### src/design/disa_pkg.sv
package disa_pkg;

    localparam int NUM_SLOTS         = 16;
    localparam int MAX_MODULES       = 32;
    localparam int PACKETS_PER_FRAME = 128;

    localparam int SLOT_W    = $clog2(NUM_SLOTS);
    localparam int MOD_W     = $clog2(MAX_MODULES);
    localparam int CNT_W     = $clog2(MAX_MODULES + 1);
    localparam int ADDR_W    = SLOT_W + MOD_W;
    localparam int MEM_DEPTH = NUM_SLOTS * MAX_MODULES;
    localparam int PID_W     = 64;
    localparam int REC_W     = 32;
    localparam int PKT_W     = 8;
    localparam int MODE_W    = 3;
    localparam int CFG_W     = 6;

    localparam logic [CNT_W-1:0] NMOD_MAX   = CNT_W'(MAX_MODULES);
    localparam logic [PKT_W-1:0] PKT_FULL   = PKT_W'(PACKETS_PER_FRAME);

    localparam logic [MODE_W-1:0] MODE_CLAIM  = 3'd0;
    localparam logic [MODE_W-1:0] MODE_QUERY  = 3'd1;
    localparam logic [MODE_W-1:0] MODE_ARRIVE = 3'd2;
    localparam logic [MODE_W-1:0] MODE_FREE   = 3'd3;
    localparam logic [MODE_W-1:0] MODE_ASM    = 3'd4;

    typedef struct packed {
        logic [PID_W-1:0] pulse;
        logic [PID_W-1:0] frame;
        logic [REC_W-1:0] record;
        logic [PKT_W-1:0] packets;
    } t_meta;

    typedef struct packed {
        logic [MODE_W-1:0] mode;
        logic [PID_W-1:0]  pulse_no;
        logic [MOD_W-1:0]  module_index;
        logic [PID_W-1:0]  frame_pulse;
        logic [PID_W-1:0]  frame_number;
        logic [REC_W-1:0]  acq_record;
        logic [PKT_W-1:0]  packets_received;
    } t_in_item;

    typedef struct packed {
        logic             answer_flag;
        logic             image_good;
        logic [PID_W-1:0] image_pulse;
        logic [PID_W-1:0] image_frame;
        logic [REC_W-1:0] image_record;
    } t_out_item;

    typedef struct packed {
        logic             accept;
        logic             rd_en;
        logic [MOD_W-1:0] rd_idx;
        logic             emit;
    } t_ctrl_cmd;

    typedef struct packed {
        logic             out_free;
        logic [CNT_W-1:0] module_count;
    } t_dp_stat;

endpackage

### src/design/disa_ctrl.sv
module disa_ctrl
    import disa_pkg::*;
(
    input  logic              i_clk,
    input  logic              i_rst_n,
    input  logic              i_in_valid,
    input  logic [MODE_W-1:0] i_in_mode,
    output logic              o_in_ready,
    input  t_dp_stat          i_stat,
    output t_ctrl_cmd         o_cmd
);

    localparam logic [1:0] ST_IDLE = 2'd0;
    localparam logic [1:0] ST_WALK = 2'd1;
    localparam logic [1:0] ST_EMIT = 2'd2;

    logic [1:0]       r_state, n_state;
    logic [CNT_W-1:0] r_idx, n_idx;
    logic             accept;
    logic             walk_issue;

    assign o_in_ready = (r_state == ST_IDLE) && i_stat.out_free;
    assign accept     = i_in_valid && o_in_ready;
    assign walk_issue = (r_state == ST_WALK) && (r_idx != i_stat.module_count);

    always_comb begin
        n_state = r_state;
        n_idx   = r_idx;
        case (r_state)
            ST_IDLE: begin
                if (accept && (i_in_mode == MODE_ASM)) begin
                    n_state = ST_WALK;
                    n_idx   = '0;
                end
            end
            ST_WALK: begin
                // last fetched entry is checked in the cycle the walk ends
                if (walk_issue) begin
                    n_idx = r_idx + CNT_W'(1);
                end else begin
                    n_state = ST_EMIT;
                end
            end
            ST_EMIT: begin
                if (i_stat.out_free) begin
                    n_state = ST_IDLE;
                end
            end
            default: begin
                n_state = ST_IDLE;
            end
        endcase
    end

    always_ff @(posedge i_clk) begin
        if (!i_rst_n) begin
            r_state <= ST_IDLE;
            r_idx   <= '0;
        end else begin
            r_state <= n_state;
            r_idx   <= n_idx;
        end
    end

    always_comb begin
        o_cmd.accept = accept;
        o_cmd.rd_en  = walk_issue;
        o_cmd.rd_idx = r_idx[MOD_W-1:0];
        o_cmd.emit   = (r_state == ST_EMIT) && i_stat.out_free;
    end

endmodule

### config.mk
export PLATFORM = sky130hd
export DESIGN_NAME = disa_ctrl
export DESIGN_NICKNAME = d
export VERILOG_FILES = /design/src/design/disa_pkg.sv /design/src/design/disa_ctrl.sv
export SDC_FILE = /design/constraint.sdc
export NUM_CORES = 1
export LEC_CHECK = 0
export BUFFER_PORTS_ARGS = -buffer_cell sky130_fd_sc_hd__buf_2
export CAP_MARGIN = 20
export CORE_UTILIZATION = 43
export DETAILED_ROUTE_END_ITERATION = 8
export HOLD_SLACK_MARGIN = 0.06
export PLACE_DENSITY = 0.8
export RECOVER_POWER = 25
export REMOVE_ABC_BUFFERS = 1
export SLEW_MARGIN = 20
export SYNTH_ARGS = -nofsm -noshare
export SYNTH_HDL_FRONTEND = slang
export SYNTH_SLANG_ARGS = --single-unit
export TNS_END_PERCENT = 30
### constraint.sdc
create_clock -name i_clk -period 1.6 [get_ports i_clk]
set_clock_uncertainty 0.2 [all_clocks]
set_input_delay 0 -clock i_clk [delete_from_list [all_inputs] [get_ports i_clk]]
set_output_delay 0 -clock i_clk [all_outputs]
set_load 0.03 [all_outputs]
# ---- Word-level counts from Yosys, hierarchy flattened
# Cells that the tools add are included.
dict set report totals {
  regBits 8
  latch_bits 0
  ramBits 0
  rom_bits 0
  in_bits 13
  elab_cells 27
  mem_count 0
}
dict set report classes {
  n_addsub 1
  mul 0
  div_mod_pow 0
  order_cmp 0
  eq_ne 8
  n_shift 0
  mux 7
  bitwise_logic 0
  reduce_logical 9
}
# operator n
set ops {}
lappend ops {{2-to-1 mux 6 bit} 2}
lappend ops {{one-hot mux 6 bit (2 select lines)} 1}
lappend ops {{adder 6 x 1 -> 6 bit, second input constant} 1}
lappend ops {{2-to-1 mux 2 bit} 3}
lappend ops {{inequality test 2 bit, second input constant} 3}
lappend ops {{inequality test 6 bit} 1}
lappend ops {{one-hot mux 2 bit (3 select lines)} 1}
lappend ops {{AND reduction 3 bit} 2}
lappend ops {{logical AND 1 bit} 5}
lappend ops {{== test 3 bit, second input constant} 1}
lappend ops {{== test 2 x 1 -> 1 bit, second input constant} 1}
lappend ops {{== test 2 bit, second input constant} 1}
lappend ops {{logical NOT 2 bit} 1}
lappend ops {{inequality test 2 x 1 -> 1 bit, second input constant} 1}
lappend ops {{nonzero test 2 bit} 1}

# ---- Depth between registers and ports, before layout
dict set report logic_depth {
  depth_word 6
  depth_mapped 6
}

# ---- Least setup slack after synthesis
# Ideal clock, no wire load.
dict set report synth_path {
  kind {reg-to-reg}
  from {reg r_idx[2]}
  to {reg r_idx[0]}
  setup_time_ns 0.087
  arrival_ns 1.292
  path_slack_ns 0.021
  path_stages_with_launch 7
  n_path_buf 2
  cell_sequence {dfxtp_1 buf_6 xnor2_2 and4_4 buf_6 a2111o_1 o31ai_1}
}
dict set report synth_between {
  elab_chain_len 4
}
# element line_no
set synth_rtl {}
lappend synth_rtl {{start: declaration} disa_ctrl.sv:18} ;# logic [CNT_W-1:0] r_idx, n_idx;
lappend synth_rtl {{start signal: assignment} disa_ctrl.sv:61} ;# r_idx <= n_idx;
lappend synth_rtl {{inequality test 6 bit} disa_ctrl.sv:24} ;# assign walk_issue = (r_state == ST_WALK) && (r_idx != i_stat.module_count);
lappend synth_rtl {{logical AND 1 bit} disa_ctrl.sv:24}
lappend synth_rtl {{inequality test 2 bit (no line)} --}
lappend synth_rtl {{AND reduction 3 bit (no line)} --}
# No other way between the ends.
# A chain may end at the register's enable or synchronous reset.

==> qor.log <==
qor: critical_path.worstPathCellList xnor2_2, nand4_1, o21ai_2, inv_2, buf_6
qor: logic_synthesis.synth_top_cell_by_area dfxtp_1
qor: pwr.total_power 457 uW
qor: timing.final.hold.worst_slack 0.101 ns
qor: pwr.switching_share 27.1%
qor: logic_synthesis.yosysWarnings 0
qor: layout.layout_commonest_cell buf_2
qor: layout.nNetsFinal 117
qor: detailed_routing.antenna_violating_nets_left 0
qor: logic_synthesis.netlist-cell-type-count 31
qor: timing.period_minus_slack 1.55 ns
qor: detailed_routing.vias_per_cell 5.76
qor: global_route.grt_first_pass_wirelength 2300 um
qor: pwr.p_comb_share 20.1%
qor: detailed_routing.detail_route.drc_violations 0
qor: pwr.cell_internal_pwr 333 uW
qor: global_route.grt_use_total 22.0%
qor: timing.final-hold-violation-count 0
qor: timing.fin_crit_sh 96.6%
qor: layout.area_growth_from_synthesis_to_layout 37.2%
qor: place.detailed_placement_hpwl 1100 um
qor: clocking.cts_tree yes
qor: critical_path.worst-endpoint-arrival 1.35 ns
qor: clocking.cts-root-buf clkbuf_4
qor: global_route.grt_remaining_overflow 0
qor: detailed_routing.detail_route.wirelength 1680 um
qor: detailed_routing.first_iter_violations 17
qor: logic_synthesis.syn-instance-count 73
qor: timing.setup_viol 0
qor: detailed_routing.drt_first_pass_iters 4
qor: critical_path.critPathMaxStageDelay 0.34 ns
qor: floorplan.die_width 40.4 um
qor: critical_path.critical_path.max_fanout 3
qor: timing.timing.fmax 647 MHz
qor: clocking.cts.path.max_buffers 2
qor: floorplan.start_util 47.5%
qor: critical_path.startpoint_type flip-flop
qor: timing.max_slew.worst_pin.slew 0.407 ns
qor: floorplan.fp.dieH 40.4 um
qor: layout.layout_common_cells buf_2 (15), buf_4 (8), dlygate4sd3_1 (7)
qor: pwr.power_switching 124 uW
qor: clocking.cts.reportedPaths.clkPinSlew 0.06 ns
qor: timing.max_slew_margin 73.0%
qor: critical_path.slowest_stage dfxtp_2
qor: logic_synthesis.syn-cell-area 633 um2
qor: floorplan.floorplan.die_area 1630 um2
qor: critical_path.worst_ep_required_time 1.40 ns
qor: global_route.grt_pass1_vias 559
qor: floorplan.core.rowCount 13
qor: logic_synthesis.synth_largest_type_area_fraction 25.3%
qor: timing.number_of_pins_with_negative_max_slew_slack_in_the_final_report 0
qor: logic_synthesis.flip_flop_and_latch_count_after_synthesis 8
qor: clocking.clock-sinks 8
qor: worst_hold_path.whs_path_depth 5
qor: place.routabilityCongestion 0.853
qor: logic_synthesis.ys_top_cells_by_area dfxtp_1 (25%), buf_4 (8.3%), xnor2_1 (5.5%)
qor: clocking.cts_htree_levels 1
qor: pwr.power.share.clock 35.8%
qor: worst_hold_path.hold_class in -> reg
qor: global_route.antenna_found_initial 0
qor: floorplan.floorplan.io_pins 22
qor: timing.grt_setup_unrepaired true
qor: pwr.power.ir.vdd_worst 0.000394 V
qor: layout.area_of_all_placed_cells_without_fillers 868 um2
qor: clocking.cts_made_buffers 3
qor: place.dpl_cell_area 727 um2
qor: detailed_routing.routedWlPerCell 14.5 um
qor: layout.post_route_cells_drive_above_1_share 42.6%
qor: pwr.power-per-cell-area 527 nW/um2
qor: critical_path.critical_path_class reg -> out
qor: layout.n_antenna_cell 0
qor: floorplan.core_area 1330 um2
qor: place.portBuffers 21
qor: status.status finished clean
qor: pwr.proportion_of_power_drawn_by_flip_flops_and_latches 44.1%
qor: detailed_routing.via_count 668
qor: flow_run.drv.max_cap_violation_count 0
qor: pwr.static-leakage-power 0.000392 uW
qor: critical_path.endpoint_kind output port
qor: clocking.clock_insertion_delay_worst_skew 0.26 ns
qor: critical_path.reg2reg_depth 4
qor: global_route.grt_max_degree 10
qor: logic_synthesis.seq_area_frac_synth 25.3%
qor: logic_synthesis.synth.avg_cell_area 8.67 um2
registers in the layout, summed over array words and instances (netlist names):
signal	cells
r_idx	6
r_state	2
path summary, 6_finish.rpt:
path / endpoint / slack, ns / from
min: r_idx[2] / 0.10 / i_stat[2]
max reg2reg: r_idx[1] / 0.11 / r_state[1]
max: o_cmd[6] / 0.05 / r_idx[4]
min reg2reg: r_idx[5] / 0.33 / r_idx[5]
cell usage after synthesis (all sizes together):
cell    number
buf         10
dfxtp        8
xnor2        6
a21oi        5
nand3        5
nand4        5
nand2b       4
inv          3
mux2i        3
nand2        3
nor3b        3
a31oi        2
o21ai        2
a2111o       1
a311oi       1
a41o         1
and2         1
and3         1
and3b        1
and4         1
and4bb       1
clkbuf       1
ha           1
nor2         1
nor2b        1
o31ai        1
or3b         1
critical path: cells and delay by family (launching register included):
family	cells	cell delay (ns)
and+or+nand+nor	1	0.16
xor gates and xnor gates	1	0.15
buffers and inverters	2	0.21
DFF	1	0.34
AOI/OAI and AO/OA	1	0.23
power groups by stage:
stage          logic, uW  registers, uW  clock network [uW]
3_5_place_dp        69.3            206                   0
4_1_cts             85.2            202                 159
6_report            92.0            202                 164
5_1_grt              101            201                 177
3_3_place_gp        67.1            206                   0
2_1_floorplan       36.0            208                   0
what timing repair did:
item | 4_1_cts | 5_1_grt
setup endpoints to repair | 2 | 2
hold buffers | 8 | 0
buffers inserted | 0 | 1
endpoints found under the hold margin | 8 | 0
gates resized for setup | 2 | 13
pin swaps | 0 | 6
per-layer routing:
| metal | vias up | share of wire, % | global-route usage (%) |
|---|---|---|---|
| met5 | - | 0 | 0 |
| met4 | 0 | 1.6 | 14.2 |
| met3 | 6 | 7.1 | 8.89 |
| met2 | 44 | 51 | 33.7 |
| met1 | 303 | 40 | 24.8 |
| li1 | 315 | - | - |
metrics by stage:
stage          worst slack, ns  cells  setup TNS, ns  utilization, %
3_5_place_dp            0.0149    105              0            54.5
6_report                0.0547    116              0            65.1
5_1_grt                -0.0143    116        -0.0143            65.1
3_3_place_gp            0.0871    105              0            54.5
2_1_floorplan           -0.296     62         -0.362               -
4_1_cts                0.00489    116              0            62.5
cells by family after synthesis:
| family | Yosys count | share of synthesized area, % |
|---|---|---|
| mux | 3 | 4.74 |
| compound gates | 13 | 13.4 |
| simple gates | 28 | 29.1 |
| flops | 8 | 25.3 |
| xor+xnor | 6 | 10.7 |
| buf+inv | 14 | 14.8 |
| fa+ha+maj | 1 | 1.98 |
area by class of cell:
type / count / area [um2]
fillers: 110 / 465
multi-input cells: 51 / 407
repair buffers: 36 / 244
flip-flops and latches: 8 / 165
clock buffers: 3 / 22.5
well taps: 15 / 18.8
inverters: 3 / 11.3
(Power assumes the default switching activity.)
